### config.mk
export PLATFORM = sky130hd
export DESIGN_NAME = queued_beep_sequencer
export DESIGN_NICKNAME = d
export VERILOG_FILES = /design/src/rtl/qbs_pkg.sv /design/src/rtl/queued_beep_sequencer.sv /design/src/rtl/qbs_cell.sv /design/src/rtl/qbs_queue.sv
export VERILOG_INCLUDE_DIRS = /design/src /design/src/rtl
export SDC_FILE = /design/constraint.sdc
export NUM_CORES = 1
export LEC_CHECK = 0
export CORE_UTILIZATION = 39
export CTS_BUF_LIST = sky130_fd_sc_hd__clkbuf_4 sky130_fd_sc_hd__clkbuf_8 sky130_fd_sc_hd__clkbuf_16
export DETAILED_ROUTE_END_ITERATION = 8
export DONT_BUFFER_PORTS = 1
export GPL_ROUTABILITY_DRIVEN = 1
export PLACE_DENSITY = 0.52
export SLEW_MARGIN = 25
export SYNTH_ARGS = -nofsm -noshare
export SYNTH_HDL_FRONTEND = slang
export SYNTH_HIERARCHICAL = 1
export SYNTH_SLANG_ARGS = --single-unit
export TNS_END_PERCENT = 10
### constraint.sdc
create_clock -name clock -period 6.27 [get_ports clock]
set_input_delay 0.627 -clock clock [delete_from_list [all_inputs] [get_ports clock]]
set_output_delay 0.627 -clock clock [all_outputs]
set_load 0.1 [all_outputs]
### src/rtl/queued_beep_sequencer_assert.svh
// ----------------------------------------------------------------------------
// Assertion macros for the queued beep sequencer
// Both macros expect a clock named clock and a synchronous reset named reset.
// ----------------------------------------------------------------------------
`ifndef QUEUED_BEEP_SEQUENCER_ASSERT_SVH
`define QUEUED_BEEP_SEQUENCER_ASSERT_SVH

// The consequent must hold in the same cycle as the antecedent.
`define QBS_ASSERT_SAME(label, pre, post) \
   label: assert property (@(posedge clock) disable iff (reset) (pre) |-> (post)) \
      else $error("queued beep sequencer: same-cycle check failed");

// The consequent must hold in the cycle after the antecedent.
`define QBS_ASSERT_NEXT(label, pre, post) \
   label: assert property (@(posedge clock) disable iff (reset) (pre) |=> (post)) \
      else $error("queued beep sequencer: next-cycle check failed");

`endif

### src/rtl/qbs_pkg.sv
// ----------------------------------------------------------------------------
// Queued beep sequencer package
// Word types, codes and reset values shared by the sequencer modules.
// ----------------------------------------------------------------------------
package qbs_pkg;

   localparam logic OP_TICK    = 1'b0;
   localparam logic OP_ENQUEUE = 1'b1;

   localparam logic CSR_GAP_TICKS  = 1'b0;
   localparam logic CSR_HOLD_TICKS = 1'b1;

   localparam logic [15:0] GAP_TICKS_RESET  = 16'd50;
   localparam logic [15:0] HOLD_TICKS_RESET = 16'd1000;
   localparam logic [15:0] TICK_MAX         = 16'hFFFF;
   localparam logic [2:0]  PENDING_MAX      = 3'd7;

   typedef struct packed {
      logic        op;
      logic [15:0] beep_ticks;
      logic        hold_after;
   } req_type;

   typedef struct packed {
      logic       buzzer_on;
      logic       busy_res;
      logic       accepted;
      logic [2:0] pending;
   } rsp_type;

   typedef struct packed {
      logic        hold_after;
      logic [15:0] beep_ticks;
   } entry_type;

   typedef struct packed {
      logic shift;
      logic load;
   } cell_ctrl_type;

   typedef enum logic [3:0] {
      PH_IDLE  = 4'b0001,
      PH_SOUND = 4'b0010,
      PH_GAP   = 4'b0100,
      PH_HOLD  = 4'b1000
   } phase_type;

endpackage

### src/rtl/queued_beep_sequencer.sv
// ----------------------------------------------------------------------------
// Queued beep sequencer
// Buzzer beep player fed by a small queue of beep requests.
// ----------------------------------------------------------------------------
// A word is offered on req_word with start; it is taken at a clock edge where
// start is high and busy is low. busy is high only during reset, so one word
// may be taken in every cycle. An enqueue word stores a beep unless the queue
// holds QUEUE_DEPTH-1 beeps; a tick word advances the tick counter and the
// idle, sounding, gap and hold phases.
// Each word gives exactly one result word on rsp_word, marked by rsp_valid
// for one cycle, in the cycle after the word is taken, with one word per
// cycle of throughput, set by the single register stage of the phase
// machine and the queue cells. The receiver cannot stall the result.
// The csr channel writes gap_ticks (index 0) and hold_ticks (index 1); it is
// always ready and must be used only while no word is in flight.
// Reset clears the queue count, the phase machine and the result strobe,
// and restores gap_ticks to 50 and hold_ticks to 1000.
// ----------------------------------------------------------------------------
`include "queued_beep_sequencer_assert.svh"

module queued_beep_sequencer #(
   parameter int QUEUE_DEPTH = 5
) (
   input  logic             clock,
   input  logic             reset,
   input  logic             start,
   output logic             busy,
   input  qbs_pkg::req_type req_word,
   output logic             rsp_valid,
   output qbs_pkg::rsp_type rsp_word,
   input  logic             csr_valid,
   output logic             csr_ready,
   input  logic             csr_index,
   input  logic [15:0]      csr_wdata
);

   localparam int CW = $clog2(QUEUE_DEPTH);

   qbs_pkg::phase_type phase_ff;
   qbs_pkg::phase_type phase_in;
   logic [15:0]        tick_ff;
   logic [15:0]        tick_in;
   logic [15:0]        tick_inc;
   logic [15:0]        length_ff;
   logic [15:0]        length_in;
   logic               hold_flag_ff;
   logic               hold_flag_in;
   logic               buzzer_ff;
   logic               buzzer_in;
   logic               busy_flag_ff;
   logic               busy_flag_in;
   logic [15:0]        gap_ff;
   logic [15:0]        hold_ticks_ff;
   logic               rsp_valid_ff;
   qbs_pkg::rsp_type   rsp_word_ff;
   qbs_pkg::rsp_type   rsp_word_in;

   logic               req_accept;
   logic               tick;
   logic               pop;
   logic               flush;
   logic               push_ok;
   logic               empty;
   qbs_pkg::entry_type head;
   qbs_pkg::entry_type push_entry;
   logic [CW-1:0]      count_next;

   assign busy       = reset;
   assign csr_ready  = 1'b1;
   assign req_accept = start && !busy;
   assign tick       = req_accept && (req_word.op == qbs_pkg::OP_TICK);

   assign push_entry.hold_after = req_word.hold_after;
   assign push_entry.beep_ticks = req_word.beep_ticks;

   assign tick_inc = (tick_ff != qbs_pkg::TICK_MAX) ? tick_ff + 16'd1 : tick_ff;

   always_comb begin
      phase_in     = phase_ff;
      tick_in      = tick_ff;
      length_in    = length_ff;
      hold_flag_in = hold_flag_ff;
      buzzer_in    = buzzer_ff;
      busy_flag_in = busy_flag_ff;
      pop          = 1'b0;
      flush        = 1'b0;
      if (tick) begin
         tick_in = tick_inc;
         case (phase_ff)
            qbs_pkg::PH_IDLE: begin
               if (!empty) begin
                  pop          = 1'b1;
                  length_in    = head.beep_ticks;
                  hold_flag_in = head.hold_after;
                  buzzer_in    = 1'b1;
                  tick_in      = '0;
                  busy_flag_in = 1'b1;
                  phase_in     = qbs_pkg::PH_SOUND;
               end
            end
            qbs_pkg::PH_SOUND: begin
               if (tick_inc >= length_ff) begin
                  tick_in   = '0;
                  buzzer_in = 1'b0;
                  phase_in  = qbs_pkg::PH_GAP;
               end
            end
            qbs_pkg::PH_GAP: begin
               if (tick_inc >= gap_ff) begin
                  tick_in  = '0;
                  phase_in = hold_flag_ff ? qbs_pkg::PH_HOLD : qbs_pkg::PH_IDLE;
               end
            end
            qbs_pkg::PH_HOLD: begin
               if (tick_inc >= hold_ticks_ff) begin
                  tick_in      = '0;
                  flush        = 1'b1;
                  busy_flag_in = 1'b0;
                  phase_in     = qbs_pkg::PH_IDLE;
               end
            end
            default: begin
               phase_in = qbs_pkg::PH_IDLE;
            end
         endcase
      end
   end

   qbs_queue #(
      .QUEUE_DEPTH (QUEUE_DEPTH)
   ) u_queue (
      .clock      (clock),
      .reset      (reset),
      .push       (req_accept && (req_word.op == qbs_pkg::OP_ENQUEUE)),
      .push_entry (push_entry),
      .pop        (pop),
      .flush      (flush),
      .push_ok    (push_ok),
      .empty      (empty),
      .head       (head),
      .count_next (count_next)
   );

   always_comb begin
      rsp_word_in.buzzer_on = buzzer_in;
      rsp_word_in.busy_res  = busy_flag_in;
      rsp_word_in.accepted  = push_ok;
      rsp_word_in.pending   = (32'(count_next) > 32'(qbs_pkg::PENDING_MAX)) ?
                              qbs_pkg::PENDING_MAX : 3'(count_next);
   end

   always_ff @(posedge clock) begin
      if (reset) begin
         phase_ff      <= qbs_pkg::PH_IDLE;
         tick_ff       <= '0;
         length_ff     <= '0;
         hold_flag_ff  <= 1'b0;
         buzzer_ff     <= 1'b0;
         busy_flag_ff  <= 1'b0;
         gap_ff        <= qbs_pkg::GAP_TICKS_RESET;
         hold_ticks_ff <= qbs_pkg::HOLD_TICKS_RESET;
         rsp_valid_ff  <= 1'b0;
      end else begin
         phase_ff     <= phase_in;
         tick_ff      <= tick_in;
         length_ff    <= length_in;
         hold_flag_ff <= hold_flag_in;
         buzzer_ff    <= buzzer_in;
         busy_flag_ff <= busy_flag_in;
         rsp_valid_ff <= req_accept;
         if (csr_valid && csr_ready) begin
            case (csr_index)
               qbs_pkg::CSR_GAP_TICKS: begin
                  gap_ff <= csr_wdata;
               end
               qbs_pkg::CSR_HOLD_TICKS: begin
                  hold_ticks_ff <= csr_wdata;
               end
               default: begin
                  gap_ff <= gap_ff;
               end
            endcase
         end
      end
   end

   always_ff @(posedge clock) begin
      if (req_accept) begin
         rsp_word_ff <= rsp_word_in;
      end
   end

   assign rsp_valid = rsp_valid_ff;
   assign rsp_word  = rsp_word_ff;

   `QBS_ASSERT_NEXT(a_rsp_follows_word, 1'b1, rsp_valid == $past(req_accept))
   `QBS_ASSERT_SAME(a_sound_while_busy, phase_ff == qbs_pkg::PH_SOUND, busy_flag_ff && buzzer_ff)
   `QBS_ASSERT_NEXT(a_tick_not_stored, tick, !rsp_word.accepted)

endmodule

### src/rtl/qbs_cell.sv
// ----------------------------------------------------------------------------
// Queue cell
// Holds one queued beep; shifts in its neighbour's entry on a pop or loads
// a new entry when it is the first free cell.
// ----------------------------------------------------------------------------
module qbs_cell (
   input  logic                  clock,
   input  qbs_pkg::cell_ctrl_type ctrl,
   input  qbs_pkg::entry_type    load_entry,
   input  qbs_pkg::entry_type    next_entry,
   output qbs_pkg::entry_type    entry
);

   qbs_pkg::entry_type entry_ff;
   qbs_pkg::entry_type entry_in;

   always_comb begin
      entry_in = entry_ff;
      if (ctrl.shift) begin
         entry_in = next_entry;
      end else if (ctrl.load) begin
         entry_in = load_entry;
      end
   end

   always_ff @(posedge clock) begin
      entry_ff <= entry_in;
   end

   assign entry = entry_ff;

endmodule

### src/rtl/qbs_queue.sv
// ----------------------------------------------------------------------------
// Beep queue
// A row of cells with a fill count; the head sits in the first cell.
// ----------------------------------------------------------------------------
`include "queued_beep_sequencer_assert.svh"

module qbs_queue #(
   parameter int QUEUE_DEPTH = 5
) (
   input  logic                         clock,
   input  logic                         reset,
   input  logic                         push,
   input  qbs_pkg::entry_type           push_entry,
   input  logic                         pop,
   input  logic                         flush,
   output logic                         push_ok,
   output logic                         empty,
   output qbs_pkg::entry_type           head,
   output logic [$clog2(QUEUE_DEPTH)-1:0] count_next
);

   localparam int CAP = QUEUE_DEPTH - 1;
   localparam int CW  = $clog2(QUEUE_DEPTH);

   logic [CW-1:0] count_ff;
   logic [CW-1:0] count_in;
   logic          full;

   qbs_pkg::entry_type entries [CAP];

   assign full    = (count_ff == CW'(CAP));
   assign empty   = (count_ff == '0);
   assign push_ok = push && !full;

   always_comb begin
      count_in = count_ff;
      if (flush) begin
         count_in = '0;
      end else if (pop && !empty) begin
         count_in = count_ff - 1'b1;
      end else if (push_ok) begin
         count_in = count_ff + 1'b1;
      end
   end

   always_ff @(posedge clock) begin
      if (reset) begin
         count_ff <= '0;
      end else begin
         count_ff <= count_in;
      end
   end

   for (genvar i = 0; i < CAP; i++) begin : g_cell
      qbs_pkg::cell_ctrl_type ctrl;
      qbs_pkg::entry_type     next_entry;

      assign ctrl.shift = pop && !empty;
      assign ctrl.load  = push_ok && (count_ff == CW'(i));

      if (i == CAP - 1) begin : g_tail
         assign next_entry = entries[i];
      end else begin : g_body
         assign next_entry = entries[i+1];
      end

      qbs_cell u_cell (
         .clock      (clock),
         .ctrl       (ctrl),
         .load_entry (push_entry),
         .next_entry (next_entry),
         .entry      (entries[i])
      );
   end

   assign head       = entries[0];
   assign count_next = count_in;

   `QBS_ASSERT_SAME(a_count_in_range, 1'b1, count_ff <= CW'(CAP))
   `QBS_ASSERT_NEXT(a_push_fills, push_ok && !flush && !pop, count_ff == $past(count_ff) + 1'b1)

endmodule

# [After elaboration in Yosys (flattened, before gate mapping)]
# Index checks and enable logic that the tools add are counted.
[op_classes] n_eq_ne=13 shift=0 multipliers=0 n_bitwise=4 n_lt_le_gt_ge=3 n_reduce_logical=21 muxes=35 addsub=3 div=0
[op_table] cell="two-way mux 17 bit" n=6
[op_table] cell="two-way mux 16 bit" n=5
[op_table] cell="case mux 16 bit (4 select lines)" n=1
[op_table] cell="greater-or-equal comparator 16 bit" n=3
[op_table] cell="two-way mux 4 bit" n=5
[op_table] cell="adder 16 x 1 -> 16 bit (second input constant)" n=1
[op_table] cell="inequality test 16 bit (second input constant)" n=1
[op_table] cell="case mux 4 bit (4 select lines)" n=1
[op_table] cell="two-way mux 1 bit" n=12
[op_table] cell="logical AND 1 bit" n=9
[op_table] cell="two-way mux 3 bit" n=3
[op_table] cell="inequality test 2 bit (second input constant)" n=4
[op_table] cell="== test 3 x 2 -> 1 bit (second input constant)" n=2
[op_table] cell="AND reduction 2 bit" n=3
[op_table] cell="nonzero test 2 bit" n=3
[op_table] cell="AND reduction 5 bit" n=1
[op_table] cell="== test 4 x 1 -> 1 bit (second input constant)" n=1
[op_table] cell="== test 4 x 2 -> 1 bit (second input constant)" n=1
[op_table] cell="== test 4 x 3 -> 1 bit (second input constant)" n=1
[op_table] cell="== test 4 bit (second input constant)" n=1
[op_table] cell="inverter 1 bit" n=4
[op_table] cell="case mux 1 bit (2 select lines)" n=2
[op_table] cell="adder 3 x 1 -> 3 bit (second input constant)" n=1
[op_table] cell="== test 3 x 1 -> 1 bit (second input constant)" n=1
[op_table] cell="other kinds (5)" n=7
[word_totals] word_cells=101 n_memories=0 latch_bits=0 inputBits=39 ff_bits=149 out_inout_bits=9 ramBits=0 rom_bits=0

# [Longest topological paths before layout]
# Gate-level depths: netlist (run 1).
[logic_depth] depth_word=7 depth_mapped=16 depth_no_buf=14

# [Hierarchy]
# The synthesis (run 1) kept the hierarchy.
[modules_own_cells] mod="queued_beep_sequencer" cells_each=563 n_inst=1 seq_area_each_um2=1621.6 area_per_inst_um2=4459.3
[modules_own_cells] mod="qbs_cell" cells_each=37 n_inst=4 seq_area_each_um2=510.5 area_per_inst_um2=773.2
[modules_own_cells] mod="qbs_queue" cells_each=44 n_inst=1 seq_area_each_um2=60.1 area_per_inst_um2=362.8

# [Worst setup path after synthesis (run 1)]
# OpenSTA, ideal clock, no wires.
[synth_path] path_type="input-to-reg" from="input port start" to="register u_queue.g_cell[0].u_cell.entry_ff (netlist bit u_queue/g_cell[0].u_cell/entry[0]) (enable)" setup_ps=374 path_stages=10 n_path_buf=4 arrival_time_ps=3104 t_required_ps=5896 path_slack_ps=2792 path_cell_list="nor2b_1 nand2b_1 or3_1 inv_2 buf_2 clkbuf_1 and2_1 buf_6 buf_12 or2_1"
[synth_rtl] element="start, declared" line_no="queued_beep_sequencer.sv:26" rtl="input logic start,"
[synth_rtl] element="end signal, assigned" line_no="qbs_cell.sv:27" rtl="entry_ff <= entry_in;"
[synth_rtl] element="end, declared" line_no="qbs_cell.sv:14" rtl="qbs_pkg::entry_type entry_ff;"

# [Final worst setup path (run 1)]
[layout_path] from="register tick_ff[1]" to="register tick_ff[11]"
[layout_between] elab_chain_cells=5 word_cells_on_any_way=11 classes_between="add/sub: 1; order compare: 3; eq/ne: 1; mux: 6"
[layout_lines] element="start, declared" line_no="queued_beep_sequencer.sv:41" rtl="logic [15:0] tick_ff;"
[layout_lines] element="start signal, assigned" line_no="queued_beep_sequencer.sv:165" rtl="tick_ff <= tick_in;"
[layout_lines] element="adder 16 x 1 -> 16 bit or inequality test 16 bit (tied branches)" line_no="queued_beep_sequencer.sv:76" rtl="assign tick_inc = (tick_ff != qbs_pkg::TICK_MAX) ? tick_ff + 16'd1 : tick_ff;"
[layout_lines] element="two-way mux 16 bit (*)" line_no="queued_beep_sequencer.sv:76"
[layout_lines] element="greater-or-equal comparator 16 bit, on equally long branches" line_no="queued_beep_sequencer.sv:115, queued_beep_sequencer.sv:102, queued_beep_sequencer.sv:109"
[layout_lines] element="two-way mux 16 bit, on equally long branches" line_no="queued_beep_sequencer.sv:115, queued_beep_sequencer.sv:102, queued_beep_sequencer.sv:109"
[layout_lines] element="case mux 16 bit (4 select lines) (*)" line_no="queued_beep_sequencer.sv:89" rtl="case (phase_ff)"
# Mark *: on every way between the ends. The rest lies on a longest branch, timed or not.
# A chain may end at the register's enable or synchronous reset.

==> results of run 1 <==
## where the power goes
part	total, mW	switching, mW	internal [mW]
registers	1.08	0.0288	1.05
logic	0.148	0.0824	0.0660
clock network	1.01	0.476	0.538
total	2.24	0.587	1.65
## final cells by class
| class | count | area [um^2] | area share |
|---|---|---|---|
| well taps | 265 | 332 | 0.0384 |
| clock buffers | 17 | 425 | 0.0492 |
| flip-flops and latches | 149 | 3720 | 0.431 |
| repair buffers | 4 | 30.0 | 0.00347 |
| clock inverters | 15 | 175 | 0.0203 |
| inverters | 58 | 218 | 0.0252 |
| multi-input cells | 516 | 3740 | 0.433 |
## final timing paths
path	startpoint	slack (ns)	to	cells past startpoint
max	tick_ff[1]	2.18	tick_ff[11]	13
min reg2reg	length_ff[4]	0.45	length_ff[4]	2
min	reset	0.28	u_queue/count_ff[0]	1
max reg2reg	tick_ff[1]	2.18	tick_ff[11]	13
## per-layer routing
| metal | vias up | GRT usage | part of all wire |
|---|---|---|---|
| met5 | - | 0 | 0 |
| met4 | 0 | 0.0620 | 0.015 |
| met3 | 18 | 0.0374 | 0.036 |
| met2 | 94 | 0.280 | 0.49 |
| met1 | 2579 | 0.204 | 0.46 |
| li1 | 2638 | - | - |
## worst max-delay path: cells and delay by family, from the launching register on
family,cells,cell delay [ns]
DFF,1,0.37
buffers and inverters,1,0.27
and+or+nand+nor,9,2.52
AOI/OAI and AO/OA,1,0.40
adders and majority gates,2,0.41
## logic make-up (layout without fill, tap and decap cells)
family          after synthesis  count (layout)  synth area share
xor+xnor                     15              15            0.0166
mux                          72              72             0.119
compound gates              117             117            0.0909
simple gates                256             256             0.158
buf+inv                      90              94            0.0571
fa+ha+maj                    55              55            0.0869
flops                       149             149             0.470
other cells                   1               1          0.000474
## state kept, by name (all words and copies together), names as in the netlist
register / cells
hold_flag_ff: 1
tick_ff: 16
hold_ticks_ff: 16
length_ff: 16
phase_ff: 4
busy_flag_ff: 1
u_queue/g_cell.u_cell/entry: 68
rsp_word: 6
buzzer_ff: 1
gap_ff: 16
u_queue/count_ff: 3
rsp_valid: 1
## metrics by stage
stage	power (mW)	instance area, um^2	utilization
2_1_floorplan	1.22	7920	-
3_3_place_gp	1.24	8050	0.409
3_5_place_dp	1.24	8050	0.409
4_1_cts	2.26	8650	0.440
5_1_grt	2.32	8650	0.440
6_report	2.24	8650	0.440
## layout by cell type, fill, tap and decap left out, types with 3 or more instances in the layout
master and n:
nand2_1 117, dfxtp_1 75, edfxtp_1 74, a21oi_1 60, inv_1 57, ha_1 55, mux2_4 36, mux2_2 35
nor2_1 31, clkbuf_16 17, o21ai_0 16, nor2b_1 15, nand2b_1 14, nor3_1 13, and3_1 11, nand3_1 11
xnor2_1 10, nand4_1 10, nand3b_1 7, a32o_1 6, inv_6 6, xor2_1 5, or2_1 5, clkinv_8 5
and2_1 4, o21a_1 4, a211o_1 4, a211oi_1 4, buf_4 4, nor4_1 3, a31oi_1 3, o211ai_1 3
inv_8 3
==> impl_metrics.py, run 1 <==
metrics = {
    "grt": {
        "antenna_found_initial": 0,
        "first_global_vias": 5227,
        "grt_max_degree": 70,
        "grt-ovfl-total": 0,
        "track_usage": 0.165,
        "grt_pass1_wl_um": 26300,
    },
    "synthesis": {
        "synth_area_per_cell_um2": 10.5,
        "ys_types": 64,
        "synthTopCellsByArea": "edfxtp_1 28%, dfxtp_1 19%, ha_1 8.7%",
        "synth_cells": 755,
        "yosysTopAreaCell": "edfxtp_1",
        "synth_edf_count": 74,
        "syn-num-nets": 849,
        "ys_seq_area_frac": 0.470,
        "synth_area_um2": 7920,
        "yosysTopAreaCellShare": 0.281,
        "yosys_warnings": 6,
        "synth_seq_cells": 149,
        "synthFlopType": "dfxtp_1",
        "synth_common_cells": "117 x nand2_1, 75 x dfxtp_1, 74 x edfxtp_1, 60 x a21oi_1, 57 x inv_1",
        "synthArstFlopShare": 0,
        "yosysMostFrequentCell": "nand2_1",
    },
    "pwr": {
        "power.density_nw_per_um2": 259,
        "peakVddDrop_mv": 0.184,
        "power.leakage_nw": 3.29,
    },
    "routing": {
        "vias": 5329,
        "viasPerCell": 5.20,
        "drtIter0Drc": 272,
        "drc": 0,
        "ant_nets": 0,
        "drt-wirelength-per-cell_um": 15.8,
        "routed_wl_um": 16200,
        "drt_pass1_iterations": 5,
    },
    "critical_path": {
        "critPathMaxStageDelay_ns": 0.49,
        "critPathMostFrequentCell": "ha_1",
        "end_kind": "flip-flop",
        "critical-path-slowest-cell": "nor4_1",
        "critPathKind": "flip-flop to flip-flop",
        "worst_setup_path_start_kind": "flip-flop",
        "crit_chain": "ha_1, and3_1, nand3_1, nor4_1, buf_4, nand2b_1, ha_1, nand2_1, nor4_2, or4b_1, nand3_2, nand4_2, a32o_1",
        "required_ns": 6.59,
        "cp_max_fo": 10,
        "worst-endpoint-arrival_ns": 4.40,
    },
    "clock_tree": {
        "cts_setup_buffers": 0,
        "clkLatencyLatePin_ns": 0.43,
        "cts-htree-levels": 4,
        "clock-root-buffer": "clkbuf_16",
        "cts_sinks": 149,
        "holdBufCountCts": 0,
        "path_clk_slew_ns": 0.07,
        "cts_made_buffers": 17,
        "cts_tree": "yes",
        "clock_path_buffers": 2,
        "cts_repair_resize_count": 0,
    },
    "run": {
        "maxCapViolCount": 0,
    },
    "die": {
        "initial_core_util": 0.403,
        "die_area_um2": 20900,
        "core_area_um2": 19700,
        "rows": 51,
        "dieWidth_um": 144,
        "die_h_um": 144,
        "pin_count": 48,
    },
    "sta": {
        "rsz0062_at_grt": "no",
        "clock.fmax_mhz": 245,
        "whs_ns": 0.275,
        "tns_ns": 0,
        "fin_ws_ns": 2.18,
        "max_slew_margin": 0.379,
        "setup_viol": 0,
        "maxSlewViolCount": 0,
        "period_needed_ns": 4.09,
        "final_hold_viol_count": 0,
        "finalClockSkew_ns": 0.0162,
        "min_period_over_period": 0.652,
        "worst_pin_slew_ns": 0.929,
    },
    "place": {
        "dp_slack_ns": 2.00,
        "placed_cells": 992,
        "dp_hpwl_um": 11500,
        "io_buffers": 0,
        "place_congestion": 0.789,
    },
    "min_path": {
        "hp-class": "input pin to flip-flop",
    },
    "layout": {
        "n_fill_cell": 1923,
        "nNetsFinal": 840,
        "drive_gt1_frac": 0.155,
        "syn2layout_area_growth_pct": 9.23,
        "final_cells": 1024,
        "antenna_cells": 0,
    },
    "outcome": {
        "status": "completed",
    },
}
(Power assumes the default switching activity.)
==> inputs of run 2 (changes only) <==
clock period = 4 ns   (was 6.27 ns; I/O delays follow)
==> run 2 against run 1 <==
First-iteration DRC count increased by 17%. Total power grew 54%. Clock skew decreased by 0.0057 ns. Worst setup slack got worse by 2.0 ns. Sequential power up 56%. Routed wire length fell by 1.4%. Global-route usage up 0.22 points. Cell area rose by 1.3%. Critical path type unchanged. Highest routed layer unchanged.
==> impl_metrics.py, run 2 (synthesis results as in run 1) <==
metrics = {
    "outcome": {
        "status": "completed",
    },
    "pwr": {
        "power.density_nw_per_um2": 392,
        "power.leakage_nw": 3.35,
        "p_total_mw": 3.44,
        "peakVddDrop_mv": 0.331,
    },
    "critical_path": {
        "r2r_cells": 14,
        "worst-endpoint-arrival_ns": 4.09,
        "r2r-end": "tick_ff[0]",
        "required_ns": 4.29,
        "r2r-start": "tick_ff[5]",
        "crit_chain": "nand3_1, nor4_2, a21oi_1, and3_1, nor2b_1, or2_1, ha_1, a21o_1, a21oi_1, a211o_1, a41oi_1, nand4_4, a31oi_1, o21ai_0",
        "end_kind": "flip-flop",
        "critPathMaxStageDelay_ns": 0.45,
        "reg2reg_slack_ns": 0.20,
        "critPathMostFrequentCell": "a21oi_1",
        "cp_max_fo": 10,
        "worst_setup_path_start_kind": "flip-flop",
        "critical-path-slowest-cell": "dfxtp_1",
        "critPathKind": "flip-flop to flip-flop",
    },
    "routing": {
        "drc": 0,
        "drtIter0Drc": 319,
        "ant_nets": 0,
        "drt-wirelength-per-cell_um": 15.4,
        "drt_pass1_iterations": 6,
        "viasPerCell": 5.05,
        "routed_wl_um": 15900,
        "vias": 5235,
    },
    "clock_tree": {
        "cts_sinks": 149,
        "cts-htree-levels": 4,
        "clock_path_buffers": 2,
        "cts_tree": "yes",
        "clock-root-buffer": "clkbuf_16",
        "clkLatencyLatePin_ns": 0.42,
        "path_clk_slew_ns": 0.06,
        "cts_made_buffers": 17,
    },
    "die": {
        "core_area_um2": 19700,
        "rows": 51,
        "dieWidth_um": 144,
        "pin_count": 48,
        "die_h_um": 144,
        "initial_core_util": 0.403,
        "die_area_um2": 20900,
    },
    "sta": {
        "clock.fmax_mhz": 263,
        "rsz0062_at_grt": "yes",
        "maxSlewViolCount": 0,
        "period_needed_ns": 3.80,
        "min_period_over_period": 0.949,
        "final_hold_viol_count": 0,
        "fin_ws_ns": 0.203,
        "setup_viol": 0,
        "worst_pin_slew_ns": 0.927,
        "max_slew_margin": 0.381,
        "finalClockSkew_ns": 0.0105,
    },
    "layout": {
        "most-common-layout-cells": "117 x nand2_1, 75 x dfxtp_1, 74 x edfxtp_1, 60 x a21oi_1, 57 x inv_1",
        "largest_reg_flops": 68,
        "multiInputGateArea_um2": 3790,
        "nNetsFinal": 852,
        "mostFrequentLayoutCell": "nand2_1",
        "seqCellArea_um2": 3720,
        "antenna_cells": 0,
        "drive_gt1_frac": 0.173,
        "syn2layout_area_growth_pct": 10.6,
        "n_fill_cell": 1911,
    },
    "grt": {
        "antenna_found_initial": 0,
        "grt_max_degree": 70,
        "grt_pass1_wl_um": 26900,
        "grt-ovfl-total": 0,
        "track_usage": 0.167,
        "first_global_vias": 5409,
    },
    "run": {
        "maxCapViolCount": 0,
    },
    "min_path": {
        "min_to": "u_queue/count_ff[0]",
        "holdPathStages": 1,
        "hp-class": "input pin to flip-flop",
        "hold_start": "reset",
    },
    "place": {
        "dp_slack_ns": 0.0585,
        "place_congestion": 0.841,
        "dp_hpwl_um": 11500,
        "io_buffers": 0,
    },
}
## run 2: cell types whose count changed in the layout (fill, tap and decap cells not counted), moves of 2 or more
cell | previous run | this run
clkinv_2 | 0 | 2
xor2_1 | 5 | 2
clkinv_4 | 0 | 2
buf_4 | 4 | 15
xor2_2 | 0 | 3
clkinv_8 | 5 | 1
inv_6 | 6 | 4
## run 2: worst max-delay path: cells and delay by family, from the launching register on
| family | cells | cell delay (ns) |
|---|---|---|
| fa+ha+maj | 1 | 0.34 |
| simple gates | 6 | 1.51 |
| compound gates | 7 | 1.37 |
| flops | 1 | 0.45 |
## run 2: layout make-up
cell class | count | area share
multi-input cells | 516 | 0.433
flip-flops and latches | 149 | 0.425
clock buffers | 17 | 0.0486
well taps | 265 | 0.0379
inverters | 58 | 0.0249
clock inverters | 15 | 0.0154
repair buffers | 16 | 0.0151
## run 2: through the flow
| step | area, um^2 | setup TNS [ns] | utilization | std cells | hold WS (ns) |
|---|---|---|---|---|---|
| after floorplan | 7920 | 0 | - | 755 | 0.436 |
| after global placement | 8140 | 0 | 0.414 | 1003 | 0.443 |
| after detailed placement | 8140 | 0 | 0.414 | 1003 | 0.442 |
| after CTS | 8700 | 0 | 0.443 | 1035 | 0.0361 |
| after global routing | 8760 | -0.0965 | 0.446 | 1036 | 0.0302 |
| final | 8760 | 0 | 0.446 | 1036 | 0.0548 |
## run 2: worst max-delay path by stage
| stage | end | cells after the start | start | slack (ns) |
|---|---|---|---|---|
| after floorplan | tick_ff[2] | 16 | tick_ff[0] | 0.63 |
| after global placement | tick_ff[11] | 13 | tick_ff[0] | 0.23 |
| after detailed placement | tick_ff[0] | 14 | tick_ff[1] | 0.06 |
| after CTS | tick_ff[0] | 14 | tick_ff[0] | 0.04 |
| after global routing | tick_ff[7] | 14 | tick_ff[1] | -0.03 |
| final | tick_ff[0] | 14 | tick_ff[5] | 0.20 |
## run 2: power breakdown
part           leakage (nW)  total, mW  internal (mW)  switching, mW
clock network         0.276       1.51          0.820          0.693
logic                  1.80      0.236          0.108          0.128
registers              1.28       1.69           1.64         0.0448
## run 2: per-layer routing
metal	global-route usage	wire length, um	vias up	part of all wire
met5	0	0	-	0
met4	0.0576	323	0	0.020
met3	0.0374	483	22	0.030
met2	0.290	7770	74	0.49
met1	0.203	7370	2475	0.46
li1	-	-	2664	-
## run 2: timing repair
action | 4_1_cts | 5_1_grt
endpoints found under the setup margin | 0 | 28
hold buffers | 0 | 0
setup buffers | 0 | 1
resized for setup | 0 | 7
==> inputs of run 3 (changes only) <==
PLACE_DENSITY = 0.54   (was 0.52)
clock period = 3.38 ns   (was 4 ns; I/O delays follow)
==> run 3 against run 2 <==
Highest routed layer unchanged. Sequential power increased by 18%. Routed wire length grew 13%. Cell area up 14%. The run now ends with hold timing, setup timing left.
==> impl_metrics.py, run 3 (synthesis results as in run 1) <==
metrics = {
    "routing": {
        "drtIter0Drc": 321,
        "drc": 0,
        "routed_wl_um": 18000,
        "ant_nets": 0,
        "vias": 5795,
        "viasPerCell": 5.09,
        "drt-wirelength-per-cell_um": 15.8,
        "drt_pass1_iterations": 4,
    },
    "die": {
        "die_h_um": 144,
        "initial_core_util": 0.403,
        "die_area_um2": 20900,
        "rows": 51,
        "pin_count": 48,
        "core_area_um2": 19700,
        "dieWidth_um": 144,
    },
    "run": {
        "maxCapViolCount": 0,
    },
    "place": {
        "dp_slack_ns": -0.341,
        "dp_hpwl_um": 12300,
        "io_buffers": 0,
        "placed_cells": 1051,
        "place_congestion": 0.895,
    },
    "layout": {
        "final_cells": 1138,
        "drive_gt1_frac": 0.271,
        "antenna_cells": 0,
        "syn2layout_area_growth_pct": 26.3,
        "mostFrequentLayoutCell": "nand2_1",
        "largest_reg_flops": 68,
        "most-common-layout-cells": "113 x nand2_1, 74 x edfxtp_1, 71 x buf_4, 66 x dfxtp_1, 59 x a21oi_1",
        "n_fill_cell": 1811,
        "nNetsFinal": 954,
    },
    "pwr": {
        "peakVddDrop_mv": 0.351,
        "power.leakage_nw": 4.02,
        "power.density_nw_per_um2": 431,
    },
    "critical_path": {
        "critPathKind": "flip-flop to flip-flop",
        "worst-endpoint-arrival_ns": 3.78,
        "worst_setup_path_start_kind": "flip-flop",
        "required_ns": 3.69,
        "end_kind": "flip-flop",
        "cp_max_fo": 7,
        "reg2reg_slack_ns": -0.09,
    },
    "grt": {
        "grt_pass1_wl_um": 29300,
        "grt-ovfl-total": 0,
        "grt_max_degree": 70,
        "track_usage": 0.183,
        "antenna_found_initial": 0,
        "first_global_vias": 5938,
    },
    "clock_tree": {
        "cts_sinks": 149,
        "clock_path_buffers": 2,
        "cts-htree-levels": 4,
        "cts_made_buffers": 17,
        "clkLatencyLatePin_ns": 0.42,
        "path_clk_slew_ns": 0.07,
        "cts_tree": "yes",
        "holdBufCountCts": 42,
        "clock-root-buffer": "clkbuf_16",
    },
    "sta": {
        "final_hold_viol_count": 1,
        "clock.fmax_mhz": 288,
        "rsz0062_at_grt": "yes",
        "fin_ws_ns": -0.0885,
        "maxSlewViolCount": 0,
        "whs_ns": -0.00966,
        "tns_ns": -1.01,
        "max_slew_margin": 0.380,
        "setup_viol": 14,
        "min_period_over_period": 1.03,
        "period_needed_ns": 3.47,
        "finalClockSkew_ns": 0.0167,
        "worst_pin_slew_ns": 0.929,
    },
    "outcome": {
        "violations": "hold timing, setup timing",
        "status": "finished, violations left",
    },
    "min_path": {
        "hp-class": "input pin to flip-flop",
    },
}
## run 3: cell type report
class                           instances  area (um^2)  share of cell area
Multi-Input combinational cell        517         4080               0.408
Clock buffer                           17          425              0.0425
Timing Repair Buffer                  117         1020               0.102
Inverter                               58          218              0.0218
Sequential cell                       149         3730               0.373
Clock inverter                         15          191              0.0191
Tap cell                              265          332              0.0332
## run 3: through the flow
| step | utilization | cell area [um^2] | hold WS, ns | power (mW) |
|---|---|---|---|---|
| floorplan | - | 7920 | 0.411 | 2.26 |
| global placement | 0.433 | 8500 | 0.417 | 2.31 |
| detailed placement | 0.433 | 8500 | 0.418 | 2.32 |
| CTS | 0.500 | 9830 | -0.0353 | 4.35 |
| global route | 0.509 | 10000 | -0.0319 | 4.48 |
| finish | 0.509 | 10000 | -0.00966 | 4.31 |
## run 3: path summary, 6_finish.rpt
path | start | endpoint | cells past startpoint
max reg2reg | tick_ff[12] | tick_ff[2] | 16
max | tick_ff[12] | tick_ff[2] | 16
min | reset | u_queue/count_ff[0] | 1
min reg2reg | hold_ticks_ff[5] | hold_ticks_ff[5] | 2
## run 3: report_power, final
part	internal, mW	total (mW)	switching [mW]
Combinational	0.167	0.345	0.178
Clock	1.12	1.96	0.842
Sequential	1.94	2.00	0.0536
Total	3.23	4.31	1.07
## run 3: routing by layer
layer  share of wire  global-route usage  vias up
li1                -                   -     2873
met1            0.45               0.225     2818
met2            0.49               0.314       88
met3           0.037              0.0404       16
met4           0.015              0.0687        0
met5               0                   0        -
## run 3: timing repair
action,4_1_cts,5_1_grt
setup endpoints to repair,30,29
endpoints found under the hold margin,54,12
pin swaps,25,14
buffers inserted,8,4
cloned,1,0
gates resized for setup,42,30
## run 3: critical path: stages, from the launching register on
cell	delay [ns]
dfxtp_2	0.35
inv_2	0.06
nor4_4	0.30
buf_4	0.16
a21oi_2	0.06
buf_4	0.14
and3_4	0.18
nor2b_4	0.12
or2_4	0.27
buf_6	0.12
ha_4	0.25
nand4_1	0.10
or4b_4	0.55
nand3_4	0.15
and4_4	0.25
and2_4	0.23
nor3_2	0.06
